--- config.mk ---
export PLATFORM = sky130hd
export DESIGN_NAME = ssad_front_flat
export DESIGN_NICKNAME = d
export VERILOG_FILES = /design/src/hdl/ssad_pkg.sv /design/src/hdl/ssad_channels.sv /design/src/hdl/ssad_front.sv /design/src/flat_wrapper.sv
export SDC_FILE = /design/constraint.sdc
export NUM_CORES = 1
export LEC_CHECK = 0
export BUFFER_PORTS_ARGS = -buffer_cell sky130_fd_sc_hd__clkbuf_2
export CAP_MARGIN = 15
export CORE_ASPECT_RATIO = 0.8
export CORE_MARGIN = 8
export CORE_UTILIZATION = 48
export CTS_CLUSTER_DIAMETER = 50
export CTS_CLUSTER_SIZE = 25
export DETAILED_ROUTE_END_ITERATION = 10
export PLACE_DENSITY = 0.75
export SLEW_MARGIN = 20
export SYNTH_ARGS = -nofsm -noshare
export SYNTH_HDL_FRONTEND = slang
export SYNTH_SLANG_ARGS = --single-unit
--- constraint.sdc ---
create_clock -name clk -period 1.9 [get_ports clk]
set_input_delay 0.285 -clock clk [delete_from_list [all_inputs] [get_ports clk]]
set_output_delay 0.285 -clock clk [all_outputs]
set_load 0.02 [all_outputs]
--- src/hdl/ssad_pkg.sv ---
`default_nettype none

package ssad_pkg;

    localparam int unsigned VALUE_W = 12;
    localparam int unsigned OUT_W = 17;
    localparam logic [OUT_W-1:0] OUT_MAX = '1;

    localparam int unsigned RECIP_SHIFT = 24;

    localparam int unsigned EPOCH_W = 8;
    localparam logic [EPOCH_W-1:0] EPOCH_CLEARED = '0;
    localparam logic [EPOCH_W-1:0] EPOCH_FIRST = EPOCH_W'(1);
    localparam logic [EPOCH_W-1:0] EPOCH_LAST = '1;

    localparam int unsigned QUEUE_DEPTH = 4;
    localparam int unsigned QPTR_W = 2;
    localparam logic [QPTR_W:0] QUEUE_FULL = (QPTR_W + 1)'(QUEUE_DEPTH);

    typedef struct packed {
        logic last;
        logic overflow;
    } item_flags_t;

    typedef enum logic [1:0] {
        BK_CLEAR = 2'b01,
        BK_RUN   = 2'b10
    } back_state_t;

endpackage

`default_nettype wire

--- src/hdl/ssad_channels.sv ---
`default_nettype none

interface ssad_in_if import ssad_pkg::*; ();
    logic               valid;
    logic               ready;
    logic [VALUE_W-1:0] value;
    logic               last;

    modport source (output valid, output value, output last, input ready);
    modport sink (input valid, input value, input last, output ready);
endinterface


`default_nettype wire

--- src/hdl/ssad_front.sv ---
`default_nettype none

module ssad_front import ssad_pkg::*; #(
    parameter int unsigned VALUE_COUNT = 4096,
    parameter int unsigned MAX_LEN = 65536,
    localparam int unsigned IW = $clog2(VALUE_COUNT),
    localparam int unsigned PW = $clog2(MAX_LEN)
) (
    input  wire logic    clk,
    input  wire logic    rst_n,
    ssad_in_if.sink      items,
    output logic         push_valid,
    input  wire logic    push_ready,
    output logic [IW-1:0] push_idx,
    output logic [PW-1:0] push_here,
    output item_flags_t  push_flags
);

    localparam int unsigned CW = $clog2(MAX_LEN + 1);
    localparam int unsigned RECIP = (2 ** RECIP_SHIFT) / VALUE_COUNT;
    localparam int unsigned PROD_W = VALUE_W + RECIP_SHIFT;
    localparam int unsigned QN_W = VALUE_W + $clog2(VALUE_COUNT + 1);
    localparam logic [QN_W-1:0] COUNT_Q = QN_W'(VALUE_COUNT);

    logic               a_valid_reg;
    logic [VALUE_W-1:0] a_value_reg;
    logic [VALUE_W-1:0] a_quot_reg;
    logic [PW-1:0]      a_here_reg;
    item_flags_t        a_flags_reg;
    logic [CW-1:0]      pos_reg;
    logic [CW-1:0]      pos_next;

    logic               accept;
    logic               at_limit;
    logic [PW-1:0]      here;
    logic [PROD_W-1:0]  quot_prod;
    logic [QN_W-1:0]    quot_times_n;
    logic [QN_W-1:0]    rem_raw;
    logic [QN_W-1:0]    rem_fixed;

    assign items.ready = !a_valid_reg || push_ready;
    assign accept = items.valid && items.ready;

    assign at_limit = (pos_reg == CW'(MAX_LEN));
    assign here = at_limit ? PW'(MAX_LEN - 1) : pos_reg[PW-1:0];

    always_comb
    begin
        if (items.last)
        begin
            pos_next = '0;
        end
        else if (at_limit)
        begin
            pos_next = pos_reg;
        end
        else
        begin
            pos_next = pos_reg + CW'(1);
        end
    end

    // Estimate value / VALUE_COUNT by reciprocal; low by at most one.
    assign quot_prod = PROD_W'(items.value) * PROD_W'(RECIP);

    assign quot_times_n = QN_W'(a_quot_reg) * COUNT_Q;
    assign rem_raw = QN_W'(a_value_reg) - quot_times_n;
    assign rem_fixed = (rem_raw >= COUNT_Q) ? (rem_raw - COUNT_Q) : rem_raw;

    assign push_valid = a_valid_reg;
    assign push_idx = rem_fixed[IW-1:0];
    assign push_here = a_here_reg;
    assign push_flags = a_flags_reg;

    always_ff @(posedge clk or negedge rst_n)
    begin
        if (!rst_n)
        begin
            a_valid_reg <= 1'b0;
            pos_reg <= '0;
        end
        else
        begin
            if (items.ready)
            begin
                a_valid_reg <= items.valid;
            end
            if (accept)
            begin
                pos_reg <= pos_next;
            end
        end
    end

    always_ff @(posedge clk)
    begin
        if (accept)
        begin
            a_value_reg <= items.value;
            a_quot_reg <= quot_prod[PROD_W-1:RECIP_SHIFT];
            a_here_reg <= here;
            a_flags_reg.last <= items.last;
            a_flags_reg.overflow <= at_limit;
        end
    end

endmodule

`default_nettype wire

--- src/flat_wrapper.sv ---
// flat-port wrapper written by rule: the top's interface ports become plain ports
module ssad_front_flat import ssad_pkg::*;
#(
    parameter int unsigned VALUE_COUNT = 4096,
    parameter int unsigned MAX_LEN = 65536,
    localparam int unsigned IW = $clog2(VALUE_COUNT),
    localparam int unsigned PW = $clog2(MAX_LEN)
)
  (clk, rst_n, push_valid, push_ready, push_idx, push_here, push_flags, items_valid, items_value, items_last, items_ready);
  ssad_in_if items_i ();
  input  wire logic clk;
  input  wire logic rst_n;
  output logic push_valid;
  input  wire logic push_ready;
  output logic [IW-1:0] push_idx;
  output logic [PW-1:0] push_here;
  output item_flags_t push_flags;
  input wire logic [$bits(items_i.valid)-1:0] items_valid;
  input wire logic [$bits(items_i.value)-1:0] items_value;
  input wire logic [$bits(items_i.last)-1:0] items_last;
  output wire logic [$bits(items_i.ready)-1:0] items_ready;
  assign items_i.valid = items_valid;
  assign items_i.value = items_value;
  assign items_i.last = items_last;
  assign items_ready = items_i.ready;
  ssad_front #(.VALUE_COUNT(VALUE_COUNT), .MAX_LEN(MAX_LEN)) u_core (.clk(clk), .rst_n(rst_n), .items(items_i), .push_valid(push_valid), .push_ready(push_ready), .push_idx(push_idx), .push_here(push_here), .push_flags(push_flags));
endmodule
==> flow_summary.json <==
{
  "status": "finished clean",
  "ios": 49,
  "finClkSkew_ns": 0.002942,
  "initial_core_util_pct": 50.30,
  "tns_ns": 0,
  "setup_ws_ns": 0.1428,
  "syn_nets": 185,
  "worst_slew_pin_slew_ns": 0.4678,
  "rsz0062_at_grt": "no",
  "wl_met1_um": 2096,
  "area_delta_synth_final_pct": 22.78,
  "top_layer": "met4",
  "row_count": 21,
  "critPathMaxFanout": 6,
  "synthMuxAreaShare_pct": 0.5325,
  "synth_edf_count": 30,
  "gp_congestion": 0.8701,
  "total_power_mw": 2.460,
  "overflow": 0,
  "cts_buffers": 5,
  "dieWidth_um": 90.21,
  "yosysMostFrequentCell": "edfxtp_1",
  "yosys_warnings": 0,
  "crit_type": "reg -> reg",
  "async_flop_share_pct": 37.50,
  "powerDensity_nw_per_um2": 947.6,
  "fmax_mhz": 569.1,
  "die_h_um": 75.37,
  "port_buffers": 48,
  "wl_per_cell_um": 15.65,
  "ys_types": 41,
  "grt_first_pass_wirelength_um": 7362,
  "syn_area_um2": 2115,
  "met3RoutedLength_um": 347,
  "synth.ff_latch_count": 48,
  "nets": 245,
  "ys_seq_area_share_pct": 63.91,
  "cts_root_buf": "clkbuf_8",
  "dieArea_um2": 6798,
  "fill_cells": 356,
  "rrSetupSlack_ns": 0.14,
  "grt_pass1_vias": 1475,
  "drtAntennaViolNets": 0,
  "drtIter0Drc": 92,
  "syn_inst": 166,
  "p_leak_nw": 1.149,
  "num_vias": 1529,
  "clock-sinks": 48,
  "ys.flop_type": "edfxtp_1",
  "stdcell_count": 284,
  "drt_wl_total_um": 4446,
  "min_path_type": "in -> reg",
  "stdcell_area_um2": 2596,
  "critPathLaunchType": "flip-flop",
  "grt_usage_pct": 13.71,
  "wl_met2_um": 1941,
  "ys_top_cells_by_count": "edfxtp_1 (30), dfrtp_1 (18), nand2b_1 (15), nand2_1 (11), nand3_1 (9)",
  "preCtsSetupSlack_ns": 0.1514,
  "synth-xor-area-share_pct": 0,
  "cap_violations": 0,
  "largest_register_ffs": 17,
  "drtPass1Iterations": 4,
  "synthSimpleGateAreaFrac_pct": 20.06,
  "cts.path.max_buffers": 2,
  "synth-compound-area-share_pct": 10.12,
  "cts_tree": "done",
  "finalHoldViolCount": 0,
  "htree_levels": 2,
  "via_per_inst": 5.384,
  "synth_top_area_cell": "edfxtp_1",
  "post-place-cells": 275,
  "drc": 0,
  "n_antenna_cell": 0,
  "grt_max_degree": 20,
  "whs_path_depth": 1,
  "synthAdderAreaFrac_pct": 1.183,
  "fin_util_pct": 61.76,
  "insertion_delay_ns": 0.30,
  "antenna_found_initial": 0,
  "drive_gt1_share_pct": 35.68,
  "fin_crit_ns": 1.757,
  "r2r_cells": 6,
  "dpl.hpwl_um": 3279,
  "syn_area_per_cell_um2": 12.74,
  "placed_area_um2": 2459,
  "core_area_um2": 4204,
  "synth_area_leaders": "edfxtp_1 (43%), dfrtp_1 (21%), nand2b_1 (4.4%)",
  "max-slew-margin-rel_pct": 68.82,
  "holdWs_ns": 0.1518,
  "cp.required_ns": 2.08,
  "slew_violations": 0,
  "cp.arrival_ns": 1.93,
  "clk_pin_slew_ns": 0.08,
  "cp-end-kind": "flip-flop",
  "setup_viol": 0,
  "synth_top_family_by_area": "simple AND/OR/NAND/NOR gates",
  "synth_top_area_share_pct": 42.60,
  "peakVddDrop_uv": 565.6,
  "timing.final.crit_share_pct": 92.49
}
## cells by family (layout without fill, tap and decap cells)
logic type | Yosys count | after routing
simple gates | 69 | 69
flops | 48 | 48
compound gates | 32 | 32
buf+inv | 14 | 75
fa+ha+maj | 2 | 2
mux | 1 | 1
## critical path, cell delays in order (launching register included)
cell      delay (ns)
dfrtp_1         0.37
buf_4           0.16
ha_1            0.22
and3_1          0.26
nand4_1         0.19
o311ai_1        0.33
o41ai_1         0.12
## worst paths after layout
path,startpoint,to
worst max-delay path,u_core.pos_reg[0],u_core.pos_reg[10]
worst min-delay path,items_value[2],u_core.a_value_reg[2]
worst max register to register,u_core.pos_reg[0],u_core.pos_reg[10]
worst min register to register,u_core.pos_reg[5],u_core.pos_reg[5]
max in group asynchronous,rst_n,u_core.pos_reg[15]
min in group asynchronous,rst_n,u_core.pos_reg[3]
## report_power, final
group	switching [mW]	leakage [nW]	internal, mW
clock	0.332	0.0614	0.430
combinational	0.258	0.559	0.165
sequential	0.0483	0.528	1.23
## layout make-up
class	instances	area (um^2)	area share, %
Sequential cell	48	1351	52.05
Multi-Input combinational cell	104	685.7	26.41
Timing Repair Buffer	61	340.3	13.11
Clock buffer	6	82.58	3.181
Tap cell	57	71.32	2.747
Clock inverter	2	38.79	1.494
Inverter	6	26.28	1.012
## cells in the final DEF (no fill, tap or decap), types with 4 or more instances in the layout
| cell type | count |
|---|---|
| nand3_1 | 9 |
| nand4_1 | 6 |
| clkbuf_8 | 6 |
| and3_1 | 5 |
| clkbuf_2 | 48 |
| buf_4 | 12 |
| o21ai_0 | 8 |
| dfrtp_1 | 18 |
| o21ai_1 | 4 |
| o31ai_1 | 4 |
| nand2b_1 | 14 |
| nand2_1 | 10 |
| edfxtp_1 | 30 |
| nor2_1 | 4 |
## routing by layer
metal | vias to the layer above | GRT usage, %
met5 | - | 0
met4 | 0 | 6.434
met3 | 7 | 5.315
met2 | 56 | 21.42
met1 | 713 | 16.67
li1 | 753 | -
## what timing repair did
action                                  CTS  global route
hold buffers                              1             0
resized for setup                         0             1
setup buffers                             0             0
endpoints found under the setup margin    0             4
endpoints found under the hold margin    18             0
No activity file was read; power rests on OpenSTA's default activity.
