File: config.mk
export PLATFORM = sky130hd
export DESIGN_NAME = ssad_queue
export DESIGN_NICKNAME = d
export VERILOG_FILES = /design/src/hdl/ssad_pkg.sv /design/src/hdl/ssad_queue.sv
export SDC_FILE = /design/constraint.sdc
export NUM_CORES = 1
export LEC_CHECK = 0
export BUFFER_PORTS_ARGS = -buffer_cell sky130_fd_sc_hd__clkbuf_2
export CORE_ASPECT_RATIO = 1.1
export CORE_MARGIN = 2
export CORE_UTILIZATION = 25
export CTS_BUF_LIST = sky130_fd_sc_hd__clkbuf_8
export CTS_CLUSTER_SIZE = 20
export DETAILED_ROUTE_END_ITERATION = 10
export PLACE_DENSITY_LB_ADDON = 0.1
export SETUP_SLACK_MARGIN = 0.1
export SLEW_MARGIN = 20
export SYNTH_ARGS = -nofsm -noshare
export SYNTH_HDL_FRONTEND = slang
export SYNTH_SLANG_ARGS = --single-unit
File: constraint.sdc
create_clock -name clk -period 2.63 [get_ports clk]
set_input_delay 0.1315 -clock clk [delete_from_list [all_inputs] [get_ports clk]]
set_output_delay 0.1315 -clock clk [all_outputs]
set_load 0.1 [all_outputs]
File: src/hdl/ssad_pkg.sv
`default_nettype none

package ssad_pkg;

    localparam int unsigned VALUE_W = 12;
    localparam int unsigned OUT_W = 17;
    localparam logic [OUT_W-1:0] OUT_MAX = '1;

    localparam int unsigned RECIP_SHIFT = 24;

    localparam int unsigned EPOCH_W = 8;
    localparam logic [EPOCH_W-1:0] EPOCH_CLEARED = '0;
    localparam logic [EPOCH_W-1:0] EPOCH_FIRST = EPOCH_W'(1);
    localparam logic [EPOCH_W-1:0] EPOCH_LAST = '1;

    localparam int unsigned QUEUE_DEPTH = 4;
    localparam int unsigned QPTR_W = 2;
    localparam logic [QPTR_W:0] QUEUE_FULL = (QPTR_W + 1)'(QUEUE_DEPTH);

    typedef struct packed {
        logic last;
        logic overflow;
    } item_flags_t;

    typedef enum logic [1:0] {
        BK_CLEAR = 2'b01,
        BK_RUN   = 2'b10
    } back_state_t;

endpackage

`default_nettype wire

File: src/hdl/ssad_queue.sv
`default_nettype none

module ssad_queue import ssad_pkg::*; #(
    parameter int unsigned DATA_W = 8
) (
    input  wire logic              clk,
    input  wire logic              rst_n,
    input  wire logic              push_valid,
    output logic                   push_ready,
    input  wire logic [DATA_W-1:0] push_data,
    output logic                   pop_valid,
    input  wire logic              pop_ready,
    output logic [DATA_W-1:0]      pop_data
);

    logic [DATA_W-1:0] slot_reg [QUEUE_DEPTH];
    logic [QPTR_W-1:0] wr_ptr_reg;
    logic [QPTR_W-1:0] rd_ptr_reg;
    logic [QPTR_W:0]   fill_reg;
    logic              do_push;
    logic              do_pop;

    assign push_ready = (fill_reg != QUEUE_FULL);
    assign pop_valid = (fill_reg != '0);
    assign do_push = push_valid && push_ready;
    assign do_pop = pop_valid && pop_ready;
    assign pop_data = slot_reg[rd_ptr_reg];

    always_ff @(posedge clk or negedge rst_n)
    begin
        if (!rst_n)
        begin
            wr_ptr_reg <= '0;
            rd_ptr_reg <= '0;
            fill_reg <= '0;
        end
        else
        begin
            if (do_push)
            begin
                wr_ptr_reg <= wr_ptr_reg + QPTR_W'(1);
            end
            if (do_pop)
            begin
                rd_ptr_reg <= rd_ptr_reg + QPTR_W'(1);
            end
            if (do_push && !do_pop)
            begin
                fill_reg <= fill_reg + (QPTR_W + 1)'(1);
            end
            else if (do_pop && !do_push)
            begin
                fill_reg <= fill_reg - (QPTR_W + 1)'(1);
            end
        end
    end

    always_ff @(posedge clk)
    begin
        if (do_push)
        begin
            slot_reg[wr_ptr_reg] <= push_data;
        end
    end

endmodule

`default_nettype wire

==> results.ini, run 1 <==
[logic_synthesis]
synthTopCellsByArea=sky130_fd_sc_hd__edfxtp_1 61%, sky130_fd_sc_hd__mux4_2 11%, sky130_fd_sc_hd__dfrtp_1 11%, sky130_fd_sc_hd__ha_1 3.9%, sky130_fd_sc_hd__xnor2_1 2.2%
synth_enable_flop_cells=32
area_fraction_in_compound_gates_after_synthesis_pct=0.711
yosysTopAreaCellShare_pct=60.7
synth-xor-area-share_pct=3.32
seq_area_frac_synth_pct=71.7
yosysMostFrequentCell=sky130_fd_sc_hd__edfxtp_1
synth_fa_ha_area_share_pct=5.21
synth_top_cell_by_area=sky130_fd_sc_hd__edfxtp_1
synthesized_netlist_net_count=95
synth_cell_type_count=20
syn_area_per_cell_um2=20.6
synth_top_family_by_area=multiplexers
post_synth_most_frequent_cells=32 x sky130_fd_sc_hd__edfxtp_1, 8 x sky130_fd_sc_hd__mux4_2, 7 x sky130_fd_sc_hd__dfrtp_1
post_synth_simple_gate_area_pct=4.50
synth.area.mux_share_pct=13.0
asyncSetResetFlopFracSynth_pct=17.9
synth_warnings=0
synth_area_um2=1580
synth_ff_type=sky130_fd_sc_hd__edfxtp_1
synth_cells=77
ffs_latches_synth=39

[grt]
grt_pass1_vias=815
grt_first_pass_wirelength_mm=4.27
largest_net_degree_at_the_start_of_global_routing=13
groute.usage.overall_pct=8.72
gr-total-overflow=0
antenna_found_initial=0

[sta]
max_freq_mhz=469
total_negative_setup_slack_ps=0
layout_min_cycle_time_ps=2130
slew_headroom_pct=63.9
final-max-slew-violation-count=0
timing.hold.ws_ps=56.9
grt_setup_unrepaired=no
hold_violations=0
layout_worst_path_cycle_share_pct=81.0
timing_worst_slew_pin_value_ps=544
setup_viol=0
final.setup_skew_ps=3.07

[routing]
wirelength_mm=2.72
route.detailed.vias_per_inst=4.03
route.detailed.wl_per_inst_um=14.6
drtAntennaViolNets=0
via_count=749
drt_first_pass_iters=4
remaining_drc_errors=0
drt-initial-drc-count=45

[worst_setup_path]
startpoint_type=flip-flop
cp_max_fo=6
crit-reg2reg-launch=fill_reg[2]
startpoint=rd_ptr_reg[0]
worst_ep_arrival_time_ps=2000
worst_setup_ep_type=output port
path_class=flip-flop to output port
worst-endpoint-required_ps=2500

[clock_network]
total_clock_buffers_created_by_cts=5
clock_latency_reported_for_the_late_side_of_the_worst_skew_pair_ps=280
tritoncts=built
post_cts_buffers=0
clk_root_buffer_cell=sky130_fd_sc_hd__clkbuf_8
clk_transition_reported_paths_ps=70
clock_path_buffers=2
hold_bufs_inserted_after_cts=1
htree_levels=2
cts_resized=0
clock-sinks=39

[floorplan]
core_area_um2=6160
chipHeight_um=87.5
top_ports=22
floorplan.rows=30
dieArea_um2=6990
initial_utilization_pct=25.7
die_w_um=79.9

[place]
place.gp.congestion=0.736
dp.final_hpwl_mm=1.93
place_area_um2=1780
number_of_port_buffers=21

[final_layout]
final_cell_area_um2=1930
layout-drive-gt1-share_pct=41.5
largest_register_ff_count=32
final_core_utilization_pct=31.3
finish.net_count=123
n_antenna_cell=0
layout-area-overhead-vs-synth_pct=21.6

[hold_path]
min-delay-path-class=input pin to flip-flop
start_point_of_the_worst_min_delay_path=push_data[4]

[outcome]
run_status=completed

[flow_run]
drv.max_cap_violation_count=0

cells in the final DEF, fill, tap and decap left out, drive strengths merged, types with 2 or more instances in the layout:
| cell | synthesis | final |
|---|---|---|
| edfxtp | 32 | 32 |
| clkbuf | 1 | 26 |
| mux4 | 8 | 8 |
| dfrtp | 7 | 7 |
| ha | 5 | 5 |
| inv | 3 | 4 |
| and2 | 4 | 4 |
| xnor2 | 4 | 4 |
| xor2 | 2 | 2 |
| bufinv | 0 | 2 |
| nor2 | 2 | 2 |
| nand2 | 2 | 2 |
| mux2 | 2 | 2 |
critical path, stage by stage, from the launching register on:
cell                       delay [ps]
sky130_fd_sc_hd__dfrtp_1          570
sky130_fd_sc_hd__buf_4            250
sky130_fd_sc_hd__mux4_2           510
sky130_fd_sc_hd__clkbuf_2         390
routing by layer:
metal	vias to the layer above	routed length (um)	global-route usage, %
met4	0	51	4.16
met5	-	0	0
met2	15	1350	14.4
met3	5	144	3.42
li1	348	-	-
met1	381	1170	9.85
per-stage QoR:
stage | instances | worst slack (ps)
2_1_floorplan | 77 | 493
3_3_place_gp | 177 | 639
3_5_place_dp | 177 | 576
4_1_cts | 186 | 446
5_1_grt | 186 | 378
6_report | 186 | 499
cell type report:
type	count	area (um2)
multi-input combinational	33	424
inverter	3	11.3
timing repair buffer	23	123
clock inverter	3	63.8
tap	80	100
fill	624	4230
sequential	39	1140
clock buffer	5	68.8
worst paths after layout:
| path | cells after the start | slack (ps) | endpoint |
|---|---|---|---|
| max | 3 | 500 | pop_data[2] |
| min in group asynchronous | 2 | 220 | rd_ptr_reg[0] |
| max reg2reg | 8 | 580 | fill_reg[2] |
| min | 1 | 60 | slot_reg[2][4] |
| min reg2reg | 1 | 550 | fill_reg[2] |
| max in group asynchronous | 2 | 2240 | wr_ptr_reg[0] |
logic make-up after synthesis:
| kind of cell | after synthesis |
|---|---|
| buf+inv | 5 |
| fa+ha+maj | 6 |
| compound gates | 1 |
| mux | 10 |
| simple gates | 10 |
| flops | 39 |
| xor+xnor | 6 |
Power of run 1 is not shown: default switching activity piles up to over one toggle a cycle in this logic, so the estimate is an artifact.
==> run 2: changes to the inputs <==
ABC_AREA = 1   (was not set)
clock period = 1.85 ns   (was 2.63 ns; I/O delays follow)
==> results.ini, run 2 <==
[routing]
maxUsedRoutingLayer=met4
drt-initial-drc-count=34  ; -24%
route.met2.wl_mm=1.68  ; +25%
wl_met1_mm=1.42  ; +21%
drtAntennaViolNets=0  ; unchanged
route.detailed.vias_per_inst=4.15  ; +3.2%
drt_first_pass_iters=4  ; unchanged
via_count=1105  ; +48%
remaining_drc_errors=0  ; unchanged
route.detailed.wl_per_inst_um=12.2  ; -17%
detailroute.wirelength.met3_um=109  ; -24%
wirelength_mm=3.24  ; +19%

[floorplan]
chipHeight_um=91.3  ; +4.3%
top_ports=22  ; unchanged
floorplan.rows=31  ; +3.3%
dieArea_um2=7610  ; +8.9%
core_area_um2=6630  ; +7.7%
die_w_um=83.4  ; +4.3%
initial_utilization_pct=26.1  ; +0.38 points

[logic_synthesis]
synth_top_cell_by_area=sky130_fd_sc_hd__edfxtp_1
synthTopCellsByArea=sky130_fd_sc_hd__edfxtp_1 55%, sky130_fd_sc_hd__dfrtp_1 10%, sky130_fd_sc_hd__nand2_1 8.9%, sky130_fd_sc_hd__o211ai_1 6.9%, sky130_fd_sc_hd__inv_1 6.5%
synth_cell_type_count=17  ; -15%
seq_area_frac_synth_pct=65.6  ; -6.1 points
synth_area_um2=1730  ; +9.3%
post_synth_most_frequent_cells=41 x sky130_fd_sc_hd__nand2_1, 32 x sky130_fd_sc_hd__edfxtp_1, 30 x sky130_fd_sc_hd__inv_1
synthesized_netlist_net_count=170  ; +79%
asyncSetResetFlopFracSynth_pct=17.9  ; unchanged
yosysMostFrequentCell=sky130_fd_sc_hd__nand2_1
synth_cells=152  ; +97%
synth_enable_flop_cells=32  ; unchanged
synth_ff_type=sky130_fd_sc_hd__edfxtp_1
syn_area_per_cell_um2=11.4  ; -45%
yosysTopAreaCellShare_pct=55.5  ; -5.2 points
synth_warnings=0  ; unchanged
ffs_latches_synth=39  ; unchanged

[sta]
layout_worst_path_cycle_share_pct=90.7
grt_setup_unrepaired=yes
finalWorstSetupSlack_ps=172  ; -327 ps
setup_viol=0  ; unchanged
timing.hold.ws_ps=29.5  ; -27.5 ps
final.setup_skew_ps=11.6  ; +8.53 ps
max_freq_mhz=596
final-max-slew-violation-count=0  ; unchanged
timing_worst_slew_pin_value_ps=549  ; +4.84 ps
layout_min_cycle_time_ps=1680
hold_violations=0  ; unchanged
slew_headroom_pct=63.6  ; -0.32 points

[grt]
antenna_found_initial=0  ; unchanged
grt_pass1_vias=1111  ; +36%
grt_first_pass_wirelength_mm=5.31  ; +24%
largest_net_degree_at_the_start_of_global_routing=34  ; +21
groute.usage.overall_pct=9.22  ; +0.51 points
gr-total-overflow=0  ; unchanged

[place]
number_of_port_buffers=21  ; unchanged
dp.final_hpwl_mm=2.31  ; +20%
place.gp.congestion=0.685  ; -7.0%
place_ws_ps=105  ; -471 ps
place_area_um2=2030  ; +14%

[worst_setup_path]
critical-path-max-stage-delay_ps=410  ; -160 ps
worst_reg_to_reg_cells=10  ; +2
timing.critical_path.slowest_stage_cell=sky130_fd_sc_hd__dfrtp_1
worst_setup_ep_type=flip-flop
cp_max_fo=5  ; -1
path_class=flip-flop to flip-flop
worst_path_most_repeated_cell=sky130_fd_sc_hd__nand2_1
startpoint_type=flip-flop
worst_ep_arrival_time_ps=1860  ; -140 ps
worst-endpoint-required_ps=2030  ; -470 ps
critical_path.cell_chain=inv_2 > nand3_4 > nand2_4 > ha_4 > inv_2 > fa_1 > nand2_1 > nand3_1 > nand2_1 > nand2_1

[clock_network]
clk_transition_reported_paths_ps=80  ; about the same
clock_path_buffers=2  ; unchanged
clk_root_buffer_cell=sky130_fd_sc_hd__clkbuf_8
clock_latency_reported_for_the_late_side_of_the_worst_skew_pair_ps=280  ; about the same
tritoncts=built
total_clock_buffers_created_by_cts=5  ; unchanged
htree_levels=2  ; unchanged
clock-sinks=39  ; unchanged

[final_layout]
layout.cells.most_common_list=39 x sky130_fd_sc_hd__nand2_1, 32 x sky130_fd_sc_hd__edfxtp_1, 27 x sky130_fd_sc_hd__inv_1, 16 x sky130_fd_sc_hd__o211ai_1, 13 x sky130_fd_sc_hd__clkbuf_2
seqCellArea_um2=1140  ; unchanged
final_core_utilization_pct=32.3  ; +1.0 points
n_antenna_cell=0  ; unchanged
layout_commonest_cell=sky130_fd_sc_hd__nand2_1
final_cell_area_um2=2140  ; +11%
layout-drive-gt1-share_pct=24.5  ; -17 points
finish.net_count=201  ; +63%
largest_register_ff_count=32  ; unchanged
layout-area-overhead-vs-synth_pct=23.7
multi_input_area_um2=479  ; +13%
n_fill_cell=673  ; +7.9%

[outcome]
run_status=completed

[flow_run]
drv.max_cap_violation_count=0  ; unchanged

[hold_path]
min-delay-path-class=input pin to flip-flop
whs_path_depth=1  ; unchanged

[run 2: repair_timing]
item                                    CTS  global route
gates cloned                              0             0
resized for setup                         1             2
hold buffers                              1             0
buffers inserted                          1             1
hold endpoints to repair                  7             0
endpoints found under the setup margin    3            10
pin swaps                                 0             1
[run 2: logic make-up (layout without fill, tap and decap cells)]
kind of cell / Yosys count / after routing / share of synthesized area, %
simple gates: 53 / 53 / 12.4
buf+inv: 36 / 68 / 9.47
xor+xnor: 1 / 1 / 0.506
flops: 39 / 39 / 65.6
fa+ha+maj: 6 / 6 / 4.77
compound gates: 17 / 17 / 7.23
[run 2: final timing paths]
path / startpoint / to / slack, ps
min reg2reg: wr_ptr_reg[1] / wr_ptr_reg[1] / 530
min: push_data[2] / slot_reg[2][2] / 30
max reg2reg: fill_reg[1] / fill_reg[2] / 170
min in group asynchronous: rst_n / fill_reg[1] / 180
max: fill_reg[1] / fill_reg[2] / 170
max in group asynchronous: rst_n / rd_ptr_reg[1] / 1500
[run 2: area by class of cell]
cell class,count,area share [%]
Timing Repair Buffer,28,10.2
Clock inverter,3,0.584
Tap cell,82,4.79
Sequential cell,39,53.0
Clock buffer,5,3.21
Inverter,32,5.84
Multi-Input combinational cell,77,22.4
[run 2: critical path, delay by kind of cell, from the launching register on]
kind                       cells  cell delay (ps)
adders and majority gates      2              530
and+or+nand+nor                6              470
DFF                            1              410
buffers and inverters          2              160
[run 2: per-layer routing]
layer	global-route usage, %	vias up
met2	16.5	16
li1	-	569
met1	10.3	518
met5	0	-
met3	3.09	2
met4	2.87	0
[run 2: stage by stage]
stage,cells,TNS [ps]
after floorplan,152,-157
after global placement,255,0
after detailed placement,255,0
after CTS,265,0
after global routing,266,0
final,266,0
Power of run 2 is left out for the same reason.
